$ cat config.mk
export PLATFORM = sky130hd
export DESIGN_NAME = mpa_fifo
export DESIGN_NICKNAME = d
export VERILOG_FILES = /design/src/rtl/max_pool_with_argmax_defines.svh /design/src/rtl/mpa_fifo.sv
export SDC_FILE = /design/constraint.sdc
export NUM_CORES = 1
export LEC_CHECK = 0
export BUFFER_PORTS_ARGS = -buffer_cell sky130_fd_sc_hd__buf_2
export CAP_MARGIN = 20
export CORE_MARGIN = 2
export CORE_UTILIZATION = 40
export DETAILED_ROUTE_END_ITERATION = 8
export GPL_TIMING_DRIVEN = 0
export PLACE_DENSITY_LB_ADDON = 0.08
export SLEW_MARGIN = 25
export SYNTH_ARGS = -nofsm -noshare
export SYNTH_HDL_FRONTEND = slang
export SYNTH_SLANG_ARGS = --single-unit
$ cat constraint.sdc
create_clock -name i_clk -period 5.2 [get_ports i_clk]
set_input_delay 1.04 -clock i_clk [delete_from_list [all_inputs] [get_ports i_clk]]
set_output_delay 1.04 -clock i_clk [all_outputs]
set_load 0.005 [all_outputs]
$ cat src/rtl/max_pool_with_argmax_defines.svh
// Assertion macros used by the max pooling back end (mpa_back).
`ifndef MAX_POOL_WITH_ARGMAX_DEFINES_SVH
`define MAX_POOL_WITH_ARGMAX_DEFINES_SVH

// Same-cycle implication, clocked on i_clk, off during reset.
`define MPA_ASSERT_SAME(lbl, ante, cons, msg) \
    lbl: assert property (@(posedge i_clk) disable iff (!i_rst_n) (ante) |-> (cons)) \
        else $error(msg);

// Next-cycle implication, clocked on i_clk, off during reset.
`define MPA_ASSERT_NEXT(lbl, ante, cons, msg) \
    lbl: assert property (@(posedge i_clk) disable iff (!i_rst_n) (ante) |=> (cons)) \
        else $error(msg);

`endif

$ cat src/rtl/mpa_fifo.sv
// Small register FIFO with show-ahead head.
`default_nettype none
module mpa_fifo #(
    parameter int W     = 8,
    parameter int DEPTH = 4
) (
    input  logic         i_clk,
    input  logic         i_rst_n,
    input  logic         i_push,
    input  logic [W-1:0] i_data,
    input  logic         i_pop,
    output logic [W-1:0] o_data,
    output logic         o_full,
    output logic         o_empty
);
    localparam int PW = (DEPTH > 1) ? $clog2(DEPTH) : 1;
    localparam int NW = $clog2(DEPTH + 1);

    logic [W-1:0]  r_mem [DEPTH];
    logic [PW-1:0] r_wp, r_rp;
    logic [NW-1:0] r_cnt;
    logic          w_do_push, w_do_pop;

    assign o_full    = (r_cnt == NW'(DEPTH));
    assign o_empty   = (r_cnt == '0);
    assign w_do_push = i_push && !o_full;
    assign w_do_pop  = i_pop && !o_empty;
    assign o_data    = r_mem[r_rp];

    always_ff @(posedge i_clk) begin
        if (w_do_push) begin
            r_mem[r_wp] <= i_data;
        end
    end

    always_ff @(posedge i_clk) begin
        if (!i_rst_n) begin
            r_wp  <= '0;
            r_rp  <= '0;
            r_cnt <= '0;
        end else begin
            if (w_do_push) begin
                r_wp <= (r_wp == PW'(DEPTH - 1)) ? '0 : r_wp + 1'b1;
            end
            if (w_do_pop) begin
                r_rp <= (r_rp == PW'(DEPTH - 1)) ? '0 : r_rp + 1'b1;
            end
            if (w_do_push && !w_do_pop) begin
                r_cnt <= r_cnt + 1'b1;
            end else if (w_do_pop && !w_do_push) begin
                r_cnt <= r_cnt - 1'b1;
            end
        end
    end
endmodule
`default_nettype wire

== Word level (Yosys, flattened, before mapping) ==
Memories as Yosys holds them, arrays and structs flattened. A register that Yosys moved wholly into a read port is not among the register bits.
Index checks and enable logic that the tools add are counted.

* Add/subtract/negate cells: 4
* Eq/ne operators: 3
* Muxes and demuxes: 8
* Reductions and logical operators: 10

{| class="wikitable"
|+ Operators by type and width
! kind !! number
|-
| two-way mux 2 bit || 4
|-
| two-way mux 3 bit || 2
|-
| adder 2 x 1 -> 2 bit, second input constant || 2
|-
| == test 2 bit, second input constant || 2
|-
| logical AND 1 bit || 4
|-
| logical NOT 1 bit || 4
|-
| adder 3 x 1 -> 3 bit, second input constant || 1
|-
| == test 3 bit, second input constant || 1
|-
| logical NOT 3 bit || 1
|-
| subtractor 3 x 1 -> 3 bit, second input constant || 1
|-
| two-way mux 1 bit || 2
|-
| nonzero test 2 bit || 1
|}

* Flip-flop bits (word level): 7
* Memory bits (writable): 32
* Output and inout bits: 10
* Logic and storage cells: 29
* Memories kept: 1

{| class="wikitable"
|+ Memories
! memory !! words !! width !! rd ports !! clocked after memory_dff !! write ports !! line !! source
|-
| r_mem || 4 || 8 || 1 || 1 || 1 || mpa_fifo.sv:19 || <nowiki>logic [W-1:0] r_mem [DEPTH];</nowiki>
|}

== Depth between registers and ports, before layout ==
Gate-level depths: netlist (run 1).

* Depth in word-level cells: 7
* Depth in mapped cells: 9
* Mapped depth without buffers: 8

== Least setup slack after synthesis (run 1) ==
No wires, ideal clock.

* Path type: input to register
* Start: input port i_push
* End: register r_cnt[2]
* Library setup time: 0.076 ns
* Data arrival time: 2.464 ns
* Setup slack: 2.661 ns
* Stages on the path: 8
* Path buffers: 1
* Path through: nor2b_1 buf_2 ha_1 inv_1 fa_1 xor2_1 or3_1 a21boi_0

* Cells in the longest elaborated chain, start to end: 4
* Elaborated cells between the ends (all ways): 6
* Those cells by class: mux (1); reduce/logical (5)

{| class="wikitable"
|+ Ends and longest elaborated chain
! item !! line !! source
|-
| from (decl) || mpa_fifo.sv:9 || <nowiki>input logic i_push,</nowiki>
|-
| logical AND 1 bit * || mpa_fifo.sv:26 || <nowiki>assign w_do_push = i_push && !o_full;</nowiki>
|-
| named net w_do_push || mpa_fifo.sv:22 || <nowiki>logic w_do_push, w_do_pop;</nowiki>
|-
| logical NOT 1 bit || mpa_fifo.sv:50 || <nowiki>end else if (w_do_pop && !w_do_push) begin</nowiki>
|-
| logical AND 1 bit || mpa_fifo.sv:50 ||
|-
| nonzero test 2 bit (no line) || - ||
|-
| to (signal assigned) || mpa_fifo.sv:49 || <nowiki>r_cnt <= r_cnt + 1'b1;</nowiki>
|-
| to (signal assigned) || mpa_fifo.sv:51 || <nowiki>r_cnt <= r_cnt - 1'b1;</nowiki>
|-
| to (decl) || mpa_fifo.sv:21 || <nowiki>logic [NW-1:0] r_cnt;</nowiki>
|}

Mark *: on every way through the listed nets, which the timed path passes. The rest lies on a longest branch.
A chain may end at the register's enable or synchronous reset.

==> results.cfg, run 1 <==
[power]
sequentialPowerShare_pct = 49.7
combinationalPowerShare_pct = 24.7
power.density_mw_per_mm2 = 454
p_int_uw = 636
p_switching_uw = 227
ir_worst_vdd_mv = 0.152
p_leak_nw = 0.698
clock_power_share_pct = 25.6
power_switching_share_pct = 26.3

[min_path]
worstHoldEndpoint = r_wp[1]$_SDFFE_PN0P_
whs_path_depth = 2
hold_start = r_wp[1]$_SDFFE_PN0P_
hold_path.class = flop to flop

[sta]
final-hold-violation-count = 0
relSlewSlack_pct = 59.8
finalMaxSlewViolations = 0
fmax_mhz = 383
setup_viol = 0
rsz0062_at_grt = no
tns_ns = 0
fin_skew_ns = 0.00783
tightestPinTransition_ns = 0.598
finalWorstSetupSlack_ns = 2.59
min_period_over_period_pct = 50.2
final.min_clock_period_ns = 2.61

[route]
antenna_left = 0
routed_via_density = 4.81
routedWlPerCell_um = 14.3
drt_wl_total_mm = 2.45
remaining_drc_errors = 0
routed-via-count = 827
dr.pass1.iters = 4
drtIter0Drc = 26

[setup_path]
rr_startpoint = r_cnt[0]$_SDFFE_PN0P_
start_kind = flop
crit_chain = buf_2 > mux4_2 > buf_2
cpPeakStageDelay_ns = 0.56
regToRegEndpoint = r_cnt[2]$_SDFFE_PN0P_
cp_data_required_time_ns = 4.16
rrSetupSlack_ns = 2.83
crit_arrival_ns = 1.57
worstSetupPathType = flop to output port
reg2reg_depth = 7
crit_top_cell = buf_2
end_kind = output port
worstPathMaxFanout = 8
cp_slowest_cell = mux4_2

[clocking]
max-clock-path-buffers = 2
cts_root_buf = clkbuf_8
cts_num_sinks = 41
cts_buffers = 5
cts.hold.buffers_added = 0
htree_num_levels = 2
postCtsSetupBuffers = 0
cts_tree = built
insertion_delay_ns = 0.28
clk_pin_slew_worst_paths_ns = 0.08
ctsResizeCount = 0

[layout]
instances_no_fill = 172
finalNetCount = 140
fillers = 351
final_area_sq_mm = 0.00190
final_common_cell = edfxtp_1
post-route-util_pct = 47.8
antenna_cells = 0
layout_common_cells = edfxtp_1, buf_2, dfxtp_1, mux4_2, clkbuf_8
synthToLayoutAreaGrowth_pct = 16.5
drive_gt1_share_pct = 32.8

[placed_design]
portBuffers = 21
placedCellCount = 164
placed_area_sq_mm = 0.00180
gp_congestion = 0.643
pre_cts_ws_ns = 2.49
dpl.hpwl_mm = 1.65

[synthesis]
avgSynthCellArea_sq_um = 17.5
syn-cell-area_sq_mm = 0.00163
ys_types = 23
yosys-top-cells-area = edfxtp_1, dfxtp_1, mux4_2
synth_top_cell_area_share_pct = 58.9
ys_ff_latch = 41
synthCells = 93
ys_seq_area_share_pct = 70.0
synth_area_leader_cell = edfxtp_1
syn-num-nets = 112
yosysWarnings = 0

[die]
start_util_pct = 41.1
ios = 22
dieArea_sq_mm = 0.00460
coreArea_sq_mm = 0.00397
rows = 23
dieHeight_um = 67.8
fp.dieW_um = 67.8

[global_routing]
use_met1_pct = 15.0
grt_remaining_overflow = 0
grt_first_pass_wirelength_mm = 4.00
grt_pass1_vias = 840
grt_antenna_before_repair = 0
use_met3_pct = 6.41
use_met2_pct = 21.2
grt_max_degree = 13
grt_most_used_layer = met2
grt_usage_pct = 13.2

[outcome]
status = complete, no violations

[flow_run]
cap_violations = 0
==> per-stage QoR <==
stage	hold WS, ns	total power [mW]
floorplan	0.468	0.582
global placement	0.486	0.648
detailed placement	0.491	0.655
CTS	0.501	0.876
global route	0.561	0.923
finish	0.500	0.863
==> area by class of cell <==
type,instances,area [sq um],share of cell area (%)
buffer,4,17.5,0.922
clock buffer,7,96.3,5.07
clock inverter,1,5.00,0.264
inverter,3,11.3,0.593
multi-input combinational,45,460,24.2
sequential,41,1140,60.1
tap,50,62.6,3.29
timing repair buffer,21,105,5.53
==> cells in the mapped netlist, drive strengths merged <==
cell type and number:
a21boi 1, nand2 6, nor2 2, buf 3
dfxtp 9, mux2i 3, xor2 1, xnor2 1
nor3b 1, edfxtp 32, o21ai 3, or3 1
and2 5, o31ai 1, nor3 1, fa 1
nor2b 2, inv 3, mux4 8, clkbuf 1
nand3 2, ha 6
==> registers in the layout, summed over array words and instances (netlist names), named ones only <==
register  cells
r_cnt         3
r_mem        32
r_rp          2
r_wp          2
==> how the worst max path moves through the flow <==
stage                                  to  depth (start not counted)   start
global route                    o_data[3]                          3    flop
floorplan           r_cnt[2]$_SDFFE_PN0P_                          8  i_push
CTS                             o_data[5]                          3    flop
global placement    r_cnt[2]$_SDFFE_PN0P_                          9  i_push
detailed placement  r_cnt[2]$_SDFFE_PN0P_                          9  i_push
finish                          o_data[5]                          3    flop
==> power groups by stage <==
stage	sequential [mW]	clock (mW)	combinational (mW)
2_1_floorplan	0.430	0	0.152
3_3_place_gp	0.434	0	0.214
3_5_place_dp	0.436	0	0.219
4_1_cts	0.430	0.227	0.219
5_1_grt	0.436	0.243	0.245
6_report	0.429	0.221	0.213
==> kinds of logic (layout without fill, tap and decap cells) <==
family	count (synthesis)	after routing	share of synthesized area (%)
buf+inv	7	36	1.76
fa+ha+maj	7	7	5.83
xor+xnor	2	2	1.07
flops	41	41	70.0
compound gates	5	5	1.84
mux	11	11	12.9
simple gates	20	20	6.60
==> worst max-delay path, delay by kind of cell, from the launching register on <==
kind | cells | cell delay (ns)
buf+inv | 2 | 0.42
flops | 1 | 0.31
mux | 1 | 0.56
==> routing by layer <==
layer	wire, um	vias to the layer above
met2	1240	18
met3	102	4
met4	42	0
met1	1060	401
met5	0	-
li1	-	404
Power figures use the tool's default switching activity.
==> inputs of run 2 (changes only) <==
Settings changed: ABC_AREA from default to 1.
Clock period 5.2 ns to 2.74 ns, I/O delays scaled along.
==> run 2 against run 1 <==
  * Hold slack got worse by 0.039 ns
  * Count of clock-buffer cells in the layout fell by 2
  * First-iteration DRC count rose by 110%
  * Via count rose by 34%
==> results.cfg, run 2 <==
[synthesis]
syn-num-nets = 167
synth_flop_cell = edfxtp_1
synth_top_cell_area_share_pct = 56.8
synthArstFlopShare_pct = 0
synth_edf_count = 32
syn-cell-area_sq_mm = 0.00169
synth_area_leader_cell = edfxtp_1
avgSynthCellArea_sq_um = 11.4
ys_ff_latch = 41
ys_types = 18
synthCells = 148
ys_seq_area_share_pct = 67.4
yosys-top-cells-count = nor2_1, edfxtp_1, inv_1, nand2_1, o21ai_0
yosysWarnings = 0
synth_most_common_cell = nor2_1
yosys-top-cells-area = edfxtp_1, dfxtp_1, nor2_1

[sta]
rsz0062_at_grt = no
finalWorstSetupSlack_ns = 0.765
fmax_mhz = 506
relSlewSlack_pct = 47.0
finalMaxSlewViolations = 0
whs_ns = 0.462
setup_viol = 0
fin_skew_ns = 0.00514
final-hold-violation-count = 0
tightestPinTransition_ns = 0.792
min_period_over_period_pct = 72.1
tns_ns = 0
final.min_clock_period_ns = 1.97

[outcome]
status = complete, no violations

[global_routing]
grt_remaining_overflow = 0
grt_usage_pct = 13.7
grt_antenna_before_repair = 0
grt_pass1_vias = 1126
grt_first_pass_wirelength_mm = 5.06
grt_max_degree = 13

[power]
power.density_mw_per_mm2 = 912
ir_worst_vdd_mv = 0.400
p_leak_nw = 0.787
p_total_mw = 1.77

[layout]
top_regs = r_mem: 32 flops, r_cnt: 3 flops
layout_common_cells = nor2_1, edfxtp_1, buf_2, inv_1
final_common_cell = nor2_1
antenna_cells = 0
largest_reg_flops = 32
synthToLayoutAreaGrowth_pct = 14.7
finalNetCount = 195
largest_register = r_mem
fillers = 397
drive_gt1_share_pct = 19.2

[setup_path]
cpPeakStageDelay_ns = 0.50
cp_slowest_cell = dfxtp_1
start_kind = flop
crit_chain = inv_2 > buf_6 > nor2_1 > o22ai_1 > buf_2
cp_data_required_time_ns = 2.19
crit_arrival_ns = 1.43
end_kind = output port
worstSetupPathType = flop to output port
worstPathMaxFanout = 10
crit_family = flip-flops
cp_num_buf_inv = 3

[route]
wl_met1_mm = 1.33
drtIter0Drc = 55
dr.pass1.iters = 4
drt_wl_total_mm = 3.03
routedWlPerCell_um = 13.3
remaining_drc_errors = 0
routed.top_layer = met4
met2_length_mm = 1.50
antenna_left = 0
wl_met3_um = 144
routed-via-count = 1106
routed_via_density = 4.87

[die]
fp.dieW_um = 69.1
coreArea_sq_mm = 0.00403
dieHeight_um = 69.1
start_util_pct = 42.0
ios = 22
rows = 23
dieArea_sq_mm = 0.00477

[clocking]
postCtsSetupBuffers = 0
cts_root_buf = clkbuf_8
clk_pin_slew_worst_paths_ns = 0.08
ctsResizeCount = 0
max-clock-path-buffers = 2
htree_num_levels = 2
cts_buffers = 5
insertion_delay_ns = 0.29
cts.hold.buffers_added = 0
cts_tree = built
cts_num_sinks = 41

[placed_design]
portBuffers = 21
dpl.hpwl_mm = 2.07
pre_cts_ws_ns = 0.821
gp_congestion = 0.721

[min_path]
hold_path.class = input port to flop

[flow_run]
cap_violations = 0
run 2: cell types whose count changed after synthesis, sizes merged, moves of 2 or more:
cell / change
o21ai: +15
o22ai: +8
nand2: +9
nor2b: -2
mux4: -8
a21oi: +2
inv: +16
and2: -5
mux2i: -3
nor2: +31
run 2: cell type report:
cell class	instances	area, sq um	share of cell area [%]
multi-input combinational	86	458	23.6
inverter	19	71.3	3.67
buffer	2	22.5	1.16
clock inverter	3	12.5	0.644
clock buffer	5	68.8	3.54
timing repair buffer	21	105	5.41
tap	50	62.6	3.22
sequential	41	1140	58.8
run 2: worst register-to-register path, stage by stage (launching register included):
cell and delay [ns]:
dfxtp_1 0.34, nor2_1 0.18, nand2_1 0.14, nand2_2 0.15
inv_1 0.06, ha_1 0.21, inv_1 0.09, fa_1 0.42
o21ai_0 0.18, nor2_1 0.05
run 2: routing by layer:
layer	GRT usage, %	up-vias
met5	0	-
met4	5.88	0
met3	5.12	5
met2	24.4	21
met1	14.5	524
li1	-	556
run 2: cell families (layout without fill, tap and decap cells):
family                     after synthesis  in the layout  share of synthesized area, %
adders and majority gates                7              7                          5.62
buffers and inverters                   21             50                          5.54
and+or+nand+nor                         51             51                          11.9
AOI/OAI and AO/OA                       28             28                          9.53
DFF                                     41             41                          67.4
run 2: path summary, 6_finish.rpt:
path / end / cells after the start / from / slack (ns)
worst min register to register: r_cnt[0]$_SDFFE_PN0P_ / 2 / r_cnt[0]$_SDFFE_PN0P_ / 0.52
worst min-delay path: r_mem[0][2]$_DFFE_PP_ / 1 / i_data[2] / 0.46
worst max register to register: r_cnt[1]$_SDFFE_PN0P_ / 9 / r_cnt[1]$_SDFFE_PN0P_ / 0.82
worst max-delay path: o_data[4] / 5 / flop / 0.77
run 2: where the power goes:
group	switching, mW	total (mW)	internal (mW)
Sequential	0.0679	0.842	0.774
Clock	0.194	0.365	0.171
Combinational	0.337	0.563	0.226
Total	0.599	1.77	1.17
run 2: through the flow:
step	cells	cell area [sq um]	utilization, %
floorplan	148	1690	-
global placement	219	1860	46.2
detailed placement	219	1860	46.2
CTS	227	1940	48.2
global route	227	1940	48.2
finish	227	1940	48.2
