<file path="src/rtl/max_pool_with_argmax_defines.svh">
// Assertion macros used by the max pooling back end (mpa_back).
`ifndef MAX_POOL_WITH_ARGMAX_DEFINES_SVH
`define MAX_POOL_WITH_ARGMAX_DEFINES_SVH

// Same-cycle implication, clocked on i_clk, off during reset.
`define MPA_ASSERT_SAME(lbl, ante, cons, msg) \
    lbl: assert property (@(posedge i_clk) disable iff (!i_rst_n) (ante) |-> (cons)) \
        else $error(msg);

// Next-cycle implication, clocked on i_clk, off during reset.
`define MPA_ASSERT_NEXT(lbl, ante, cons, msg) \
    lbl: assert property (@(posedge i_clk) disable iff (!i_rst_n) (ante) |=> (cons)) \
        else $error(msg);

`endif

</file>
<file path="src/rtl/mpa_pkg.sv">
// Types and constants shared by the max pooling with argmax block.
`default_nettype none
package mpa_pkg;

    localparam int SAMPLE_W = 16;
    localparam int POS_W    = 22;
    localparam int PLANE_W  = 16;
    localparam int OROW_W   = 12;
    localparam int OCOL_W   = 10;
    localparam int R_W      = 13;  // input row coordinate
    localparam int C_W      = 11;  // input column coordinate
    localparam int IQ_W     = 14;  // window row index
    localparam int JQ_W     = 12;  // window column index
    localparam int K_W      = 4;
    localparam int CFG_W    = 13;

    typedef enum logic [2:0] {
        CFG_IN_WIDTH    = 3'd0,
        CFG_IN_HEIGHT   = 3'd1,
        CFG_WINDOW_SIZE = 3'd2,
        CFG_STRIDE      = 3'd3,
        CFG_PAD_TOTAL   = 3'd4
    } t_cfg_idx;

    typedef enum logic [1:0] {
        B_IDLE,
        B_RD,
        B_WR,
        B_FL
    } t_bstate;

    // clamped geometry
    typedef struct packed {
        logic [C_W-1:0] w;
        logic [R_W-1:0] h;
        logic [K_W-1:0] k;
        logic [K_W-1:0] s;
        logic [2:0]     p;
        logic [1:0]     off;
    } t_geom;

    // one classified sample
    typedef struct packed {
        logic signed [SAMPLE_W-1:0] v;
        logic [R_W-1:0]             r;
        logic [C_W-1:0]             c;
        logic [PLANE_W-1:0]         plane;
        logic [POS_W-1:0]           pos;
        logic [IQ_W-1:0]            ilo;
        logic [IQ_W-1:0]            ihi;
        logic [JQ_W-1:0]            jlo;
        logic [JQ_W-1:0]            jhi;
        logic                       none;
    } t_item;

    typedef struct packed {
        logic signed [SAMPLE_W-1:0] maxv;
        logic                       found;
        logic [POS_W-1:0]           pos;
    } t_acc;

    typedef struct packed {
        logic signed [SAMPLE_W-1:0] maxv;
        logic                       found;
        logic [POS_W-1:0]           pos;
        logic [PLANE_W-1:0]         plane;
        logic [OROW_W-1:0]          orow;
        logic [OCOL_W-1:0]          ocol;
        logic                       last;
    } t_res;

endpackage
`default_nettype wire

</file>
<file path="src/rtl/mpa_front.sv">
// Front end: raster counters and the range of windows each sample touches.
`default_nettype none
module mpa_front (
    input  logic                          i_clk,
    input  logic                          i_rst_n,
    input  mpa_pkg::t_geom                i_geom,
    input  logic                          i_restart,
    input  logic                          i_valid,
    output logic                          o_stall,
    input  logic signed [mpa_pkg::SAMPLE_W-1:0] i_sample,
    output logic                          o_push,
    output mpa_pkg::t_item                o_item,
    input  logic                          i_full
);
    import mpa_pkg::*;

    logic [C_W-1:0]     r_c;
    logic [R_W-1:0]     r_r;
    logic [PLANE_W-1:0] r_plane;
    logic [JQ_W-1:0]    r_cq;
    logic [2:0]         r_cph;
    logic [IQ_W-1:0]    r_rq;
    logic [2:0]         r_rph;

    logic [1:0]      w_q0;
    logic [2:0]      w_ph0;
    logic [JQ_W-1:0] w_cq;
    logic [2:0]      w_cph;
    logic [IQ_W-1:0] w_rq;
    logic [2:0]      w_rph;
    logic [3:0]      w_ccnt, w_rcnt;
    logic [23:0]     w_prod;
    logic            w_acc, w_cend, w_rend;

    // windows m steps back from the last one still hold the sample
    function automatic logic [3:0] f_cnt(input logic [2:0] ph, input logic [IQ_W-1:0] q,
                                         input logic [K_W-1:0] s, input logic [K_W-1:0] k);
        logic [3:0] cnt;
        logic [6:0] ms;
        cnt = '0;
        for (int m = 0; m < 8; m++) begin
            ms = 7'(m * s);
            if ((ms + 7'(ph)) <= 7'(k - 1'b1) && IQ_W'(m) <= q) begin
                cnt = cnt + 1'b1;
            end
        end
        return cnt;
    endfunction

    // off / s and off % s for off <= 3
    always_comb begin
        case (i_geom.s)
            4'd1: begin
                w_q0  = i_geom.off;
                w_ph0 = '0;
            end
            4'd2: begin
                w_q0  = {1'b0, i_geom.off[1]};
                w_ph0 = {2'b0, i_geom.off[0]};
            end
            4'd3: begin
                w_q0  = (i_geom.off == 2'd3) ? 2'd1 : 2'd0;
                w_ph0 = (i_geom.off == 2'd3) ? 3'd0 : {1'b0, i_geom.off};
            end
            default: begin
                w_q0  = '0;
                w_ph0 = {1'b0, i_geom.off};
            end
        endcase
    end

    assign w_cq  = (r_c == '0) ? JQ_W'(w_q0) : r_cq;
    assign w_cph = (r_c == '0) ? w_ph0 : r_cph;
    assign w_rq  = (r_r == '0) ? IQ_W'(w_q0) : r_rq;
    assign w_rph = (r_r == '0) ? w_ph0 : r_rph;

    assign w_ccnt = f_cnt(w_cph, IQ_W'(w_cq), i_geom.s, i_geom.k);
    assign w_rcnt = f_cnt(w_rph, w_rq, i_geom.s, i_geom.k);
    assign w_prod = r_r * i_geom.w;

    assign o_stall = i_full;
    assign w_acc   = i_valid && !i_full;
    assign o_push  = w_acc;
    assign w_cend  = (C_W'(r_c + 1'b1) == i_geom.w);
    assign w_rend  = (R_W'(r_r + 1'b1) == i_geom.h);

    always_comb begin
        o_item.v     = i_sample;
        o_item.r     = r_r;
        o_item.c     = r_c;
        o_item.plane = r_plane;
        o_item.pos   = POS_W'(w_prod + 24'(r_c));
        o_item.ihi   = w_rq;
        o_item.ilo   = w_rq - IQ_W'(w_rcnt) + IQ_W'(1);
        o_item.jhi   = w_cq;
        o_item.jlo   = w_cq - JQ_W'(w_ccnt) + JQ_W'(1);
        o_item.none  = (w_rcnt == '0) || (w_ccnt == '0);
    end

    always_ff @(posedge i_clk) begin
        if (!i_rst_n) begin
            r_c     <= '0;
            r_r     <= '0;
            r_plane <= '0;
            r_cq    <= '0;
            r_cph   <= '0;
            r_rq    <= '0;
            r_rph   <= '0;
        end else if (i_restart) begin
            r_c <= '0;
            r_r <= '0;
        end else if (w_acc) begin
            if (w_cend) begin
                r_c <= '0;
                if (w_rend) begin
                    r_r     <= '0;
                    r_plane <= r_plane + 1'b1;
                end else begin
                    r_r <= r_r + 1'b1;
                    if (({1'b0, w_rph} + 4'd1) == i_geom.s) begin
                        r_rq  <= w_rq + 1'b1;
                        r_rph <= '0;
                    end else begin
                        r_rq  <= w_rq;
                        r_rph <= w_rph + 1'b1;
                    end
                end
            end else begin
                r_c <= r_c + 1'b1;
                if (({1'b0, w_cph} + 4'd1) == i_geom.s) begin
                    r_cq  <= w_cq + 1'b1;
                    r_cph <= '0;
                end else begin
                    r_cq  <= w_cq;
                    r_cph <= w_cph + 1'b1;
                end
            end
        end
    end
endmodule
`default_nettype wire

</file>
<file path="config.mk">
export PLATFORM = sky130hd
export DESIGN_NAME = mpa_front
export DESIGN_NICKNAME = d
export VERILOG_FILES = /design/src/rtl/max_pool_with_argmax_defines.svh /design/src/rtl/mpa_pkg.sv /design/src/rtl/mpa_front.sv
export SDC_FILE = /design/constraint.sdc
export NUM_CORES = 1
export LEC_CHECK = 0
export ABC_CLOCK_PERIOD_IN_PS = 18400
export CORE_MARGIN = 2
export CORE_UTILIZATION = 55
export DETAILED_ROUTE_END_ITERATION = 7
export DONT_BUFFER_PORTS = 1
export PLACE_DENSITY_LB_ADDON = 0.05
export SLEW_MARGIN = 20
export SYNTH_ARGS = -nofsm -noshare
export SYNTH_HDL_FRONTEND = slang
export SYNTH_SLANG_ARGS = --single-unit
</file>
<file path="constraint.sdc">
create_clock -name i_clk -period 18.4 [get_ports i_clk]
set_input_delay 2.76 -clock i_clk [delete_from_list [all_inputs] [get_ports i_clk]]
set_output_delay 2.76 -clock i_clk [all_outputs]
set_load 0.01 [all_outputs]
</file>
Yosys cells after proc, flatten, opt, wreduce, memory -nomap -nowiden
Index checks and enable logic that the tools add are counted.
{"block": "totals", "elab_cells": 155, "output_inout_bits": 133, "latchBits": 0, "ram_bits": 0, "regBits": 72, "mem_count": 0, "in_bits": 58, "mem_bits_ro": 0}
{"block": "classes", "add_sub_neg": 43, "div": 0, "n_reduce_logical": 27, "bitwise_logic": 4, "n_mux": 30, "eq_ne": 8, "n_lt_le_gt_ge": 31, "multipliers": 5, "shifts": 0}
{"cell": "7-bit less-or-equal comparator", "n": 10}
{"cell": "4-bit by 1-bit adder with 4-bit output, second input constant", "n": 14}
{"cell": "3-bit by 14-bit less-or-equal comparator with 1-bit output, first input constant", "n": 4}
{"cell": "4-bit 2-to-1 mux", "n": 14}
{"cell": "3-bit by 12-bit less-or-equal comparator with 1-bit output, first input constant", "n": 4}
{"cell": "7-bit by 3-bit adder with 7-bit output", "n": 6}
{"cell": "14-bit by 1-bit adder with 14-bit output, second input constant", "n": 2}
{"cell": "6-bit by 3-bit adder with 7-bit output", "n": 4}
{"cell": "1-bit by 14-bit less-or-equal comparator with 1-bit output, first input constant", "n": 2}
{"cell": "2-bit by 14-bit less-or-equal comparator with 1-bit output, first input constant", "n": 2}
{"cell": "14-bit 2-to-1 mux", "n": 2}
{"cell": "12-bit by 1-bit adder with 12-bit output, second input constant", "n": 2}
{"cell": "2-bit by 12-bit less-or-equal comparator with 1-bit output, first input constant", "n": 2}
{"cell": "12-bit 2-to-1 mux", "n": 2}
{"cell": "22-bit by 11-bit adder with 22-bit output", "n": 1}
{"cell": "13-bit by 11-bit multiplier with 22-bit output", "n": 1}
{"cell": "16-bit by 1-bit adder with 16-bit output, second input constant", "n": 1}
{"cell": "1-bit logical AND", "n": 16}
{"cell": "3-bit by 7-bit less-or-equal comparator with 1-bit output", "n": 2}
{"cell": "5-bit by 7-bit less-or-equal comparator with 1-bit output", "n": 2}
{"cell": "6-bit by 7-bit less-or-equal comparator with 1-bit output", "n": 2}
{"cell": "3-bit by 4-bit multiplier with 7-bit output, first input constant", "n": 2}
{"cell": "14-bit by 4-bit subtractor with 14-bit output", "n": 1}
{"cell": "13-bit by 1-bit adder with 13-bit output, second input constant", "n": 1}
{"cell": "other kinds (31)", "n": 49}

Logic depth before layout (Yosys ltp)
{"block": "logic_depth", "word_depth": 23, "ltp_mapped": 48, "mapped_depth_nobuf": 47}

Worst setup path after synthesis
Ideal clock, no wire load.
{"block": "synth_timing", "path_kind": "in2out", "from": "input i_geom[7] (netlist bit)", "to": "output o_item[52] (netlist bit)", "path_buffers": 2, "t_required_ns": 15.640, "path_slack_ns": 4.181, "stages": 43, "arrival_time_ns": 11.459, "cell_sequence": "clkbuf_1 -> inv_1 -> ha_1 -> inv_1 -> o31ai_1 -> o21ai_0 -> fa_1 -> ha_1 -> nor2b_1 -> o21a_1 -> o21a_1 -> o21ai_0 -> nand2b_1 -> a32o_1 -> inv_1 -> ha_1 -> buf_1 -> xnor2_1 -> (+7 left out) -> xnor3_1 -> xor2_1 -> and3_1 -> a211oi_1 -> nor2_1 -> ha_1 -> ha_1 -> a21o_1 -> a21oi_1 -> o21bai_1 -> a21oi_1 -> o21bai_1 -> a21o_1 -> a21oi_1 -> nor2_1 -> nor2_1 -> o31ai_1 -> xnor2_1"}
{"element": "start: declaration", "line": "mpa_front.sv:6", "source": "input mpa_pkg::t_geom i_geom,"}
{"element": "end: declaration", "line": "mpa_front.sv:12", "source": "output mpa_pkg::t_item o_item,"}

==> run_results.csv <==
group,metric,value,unit
outcome,run_status,"completed",
sta,holdWs,0.470,ns
sta,timing_hold_violations_final,0,
layout,sequential_cell_area,1440,µm²
layout,final_layout_size_suffix_gt1_share,3.64,%
clock_tree,tritoncts.num_buffers,9,
grt,grt_start_max_net_pins,44,
drt,first_pass_drt_iterations,5,
floorplanning,placeableCoreArea,28900,µm²
worst_hold_path,hold_path.class,"reg -> reg",
power,power.combinational.fraction,42.3,%
layout,n_fill_cell,2687,
layout,mostFrequentLayoutCells,"264 x sky130_fd_sc_hd__ha_1, 225 x sky130_fd_sc_hd__inv_1, 208 x sky130_fd_sc_hd__nand2_1",
clock_tree,cts.reportedPaths.clkPinSlew,0.06,ns
floorplanning,die_h,176,µm
drt,detailroute.via_count,13600,
yosys,postSynthNetCount,2481,
clock_tree,clkLatencyLatePin,0.34,ns
power,power.net_switching,0.214,mW
yosys,yosysTopAreaCell,"sky130_fd_sc_hd__ha_1",
drt,wl_per_cell,17.1,µm
placed_design,place_ws,3.51,ns
critical_path,r2r_cells,17,
power,power.share.switching,35.5,%
critical_path,worstSetupPathType,"in -> out",
sta,worstMarginPinSlew,0.919,ns
sta,fin_tns_setup,0,ns
yosys,yosysSeqAreaShare,8.88,%
critical_path,endpoint_kind,"primary output",
layout,layout.core_utilization,58.0,%
placed_design,dp_hpwl,32500,µm
floorplanning,initial_utilization,56.2,%
layout,final_instance_area,16700,µm²
grt,via_count_of_the_first_global_routing_pass,13600,
sta,final.min_clock_period,14.89,ns
clock_tree,htree_num_levels,3,
grt,globalRouteMet1Util,35.4,%
grt,grt_pass1_wl,68500,µm
yosys,yosys-top-cells-area,"sky130_fd_sc_hd__ha_1 20%, sky130_fd_sc_hd__fa_1 15%, sky130_fd_sc_hd__dfxtp_1 8.9%",
layout,antennaDiodeCount,0,
yosys,netlist-cell-type-count,83,
drt,detailedRoute.firstIterationViolations,727,
grt,globalRouteMet3Util,3.59,%
worst_hold_path,hold_path_startpoint,"r_rq[5]$_SDFFE_PN0P_",
sta,drv_slew,0,
power,clkPwrFrac,31.6,%
critical_path,critical-path-slowest-cell,"sky130_fd_sc_hd__xnor3_1",
drt,drc,0,
yosys,synth_seq_cells,72,
critical_path,reg2reg_slack,13.36,ns
clock_tree,post_cts_resized,0,
critical_path,crit-reg2reg-capture,"r_rq[13]$_SDFFE_PN0P_",
layout,final_net_count,2421,
placed_design,gp_congestion,0.871,
placed_design,port_buffers,0,
yosys,yosys_most_used_dff,"sky130_fd_sc_hd__dfxtp_1",
floorplanning,ios,191,
grt,globalRoute.totalOverflow,0,
critical_path,regToRegStartpoint,"r_r[0]$_SDFFE_PP0P_",
sta,grt_setup_unrepaired,"no",
placed_design,placed_cells_incl_taps,2348,
clock_tree,cts.sinks,72,
drt,detail_route.wirelength,40500,µm
sta,layout_worst_path_cycle_share,80.9,%
job,max_cap_viol_count,0,
grt,initial_antenna_violation_count,0,
yosys,proportion_of_synthesized_flip_flops_having_asynchronous_set_or_reset,0,%
sta,fmaxAchievable,0.0672,GHz
yosys,postSynthCellCount,2035,
grt,grtUsageTotal,26.9,%
power,power_per_cell_area,35.9,nW/µm²
sta,finalWorstSetupSlack,3.51,ns
layout,multiInputGateArea,13500,µm²
power,peakVddDrop,0.0419,mV
worst_hold_path,timing.hold.worst_endpoint,"r_rq[5]$_SDFFE_PN0P_",
worst_hold_path,min_delay_path_depth,2,
drt,vias_per_cell,5.77,
sta,setup_violations,0,
power,power.total,0.602,mW
layout,layoutNonFillerInstCount,2363,
grt,met2_usage,47.3,%
clock_tree,clock_path_buffers,2,
floorplanning,die_width,176,µm
power,total_leakage_power,7.96,nW
critical_path,crit_start,"i_geom[8]",
layout,commonest_non_fill_non_tap_cell_in_the_layout,"sky130_fd_sc_hd__ha_1",
critical_path,worstPathArrival,12.13,ns
yosys,synthesis.area,16200,µm²
critical_path,cp-start-kind,"input port",
critical_path,crit_path_max_incr_delay,0.52,ns
clock_tree,tritoncts,"done",
sta,finalClockSkew,0.00891,ns
power,share_seq_of_total_power,26.1,%
critical_path,cp_data_required_time,15.64,ns
grt,top_usage_layer,"met2",
clock_tree,root_buffer,"sky130_fd_sc_hd__clkbuf_16",
placed_design,placedInstanceArea,16400,µm²
clock_tree,cts_hold_buffers,0,
yosys,post_synth.cell_area_avg,7.98,µm²
yosys,total_number_of_yosys_warnings,0,
yosys,synth_enable_flop_cells,0,
sta,maxSlewHeadroom,38.3,%
clock_tree,post-cts-setup-buffer-count,0,
floorplanning,die_area,30900,µm²
floorplanning,rows,62,
critical_path,path_max_fanout,17,
power,p_int,0.388,mW
drt,drt.antenna.violating_nets,0,
yosys,synth_top_area_share,20.3,%
critical_path,critPathMostFrequentCell,"sky130_fd_sc_hd__ha_1",
layout,area.growth.synth_to_final,3.14,%
[synth_stat cells, types with 24 or more instances]
| master | number |
|---|---|
| sky130_fd_sc_hd__xnor2_1 | 118 |
| sky130_fd_sc_hd__fa_1 | 124 |
| sky130_fd_sc_hd__dfxtp_1 | 72 |
| sky130_fd_sc_hd__nor2b_1 | 24 |
| sky130_fd_sc_hd__clkbuf_1 | 55 |
| sky130_fd_sc_hd__xor2_1 | 71 |
| sky130_fd_sc_hd__o21ai_0 | 71 |
| sky130_fd_sc_hd__nand3_1 | 57 |
| sky130_fd_sc_hd__ha_1 | 264 |
| sky130_fd_sc_hd__nor2_1 | 144 |
| sky130_fd_sc_hd__and2_1 | 81 |
| sky130_fd_sc_hd__nand2_1 | 208 |
| sky130_fd_sc_hd__inv_1 | 225 |
| sky130_fd_sc_hd__a21oi_1 | 112 |
| sky130_fd_sc_hd__nor3_1 | 25 |
| sky130_fd_sc_hd__a21o_1 | 36 |
[how the worst max path moves through the flow]
stage / slack [ns] / to
after floorplan: 4.18 / o_item[52]
after global placement: 3.67 / o_item[52]
after detailed placement: 3.51 / o_item[52]
after CTS: 3.49 / o_item[52]
after global routing: 2.77 / o_item[52]
final: 3.51 / o_item[52]
[cells by family (layout without fill, tap and decap cells)]
family	count (synthesis)	in the layout	share of synthesized area [%]
DFF	72	72	8.88
AOI/OAI and AO/OA	374	374	14.9
xor gates and xnor gates	193	193	10.7
muxes	18	18	1.23
and+or+nand+nor	678	678	20.9
buffers and inverters	312	256	7.75
adders and majority gates	388	388	35.6
[flip-flops by register name (all words and copies together) (netlist names)]
name     cells
r_plane     16
r_cq        12
r_rph        3
r_cph        3
r_rq        14
r_r         13
r_c         11
[worst max-delay path, delay by kind of cell]
family | cells | cell delay (ns)
muxes | 1 | 0.28
buffers and inverters | 5 | 0.45
AOI/OAI and AO/OA | 17 | 3.47
xor gates and xnor gates | 4 | 1.21
adders and majority gates | 10 | 3.04
and+or+nand+nor | 7 | 0.87
[power by group through the flow]
stage	clock network (mW)	logic, mW	registers [mW]
global placement	0	0.246	0.160
floorplan	0	0.208	0.160
global route	0.199	0.288	0.157
finish	0.190	0.255	0.157
detailed placement	0	0.253	0.160
CTS	0.193	0.255	0.157
[metal layers]
metal	vias to the layer above	part of all wire, %
met4	0	1.5
met1	6579	45
li1	6747	-
met2	260	50
met3	37	4.4
met5	-	0
[area by class of cell]
| cell class | instances | share of cell area, % |
|---|---|---|
| Sequential cell | 72 | 8.61 |
| Inverter | 226 | 5.07 |
| Tap cell | 384 | 2.87 |
| Clock inverter | 5 | 0.486 |
| Multi-Input combinational cell | 1651 | 80.9 |
| Clock buffer | 10 | 1.43 |
| Timing Repair Buffer | 15 | 0.673 |
(Power assumes the default switching activity.)
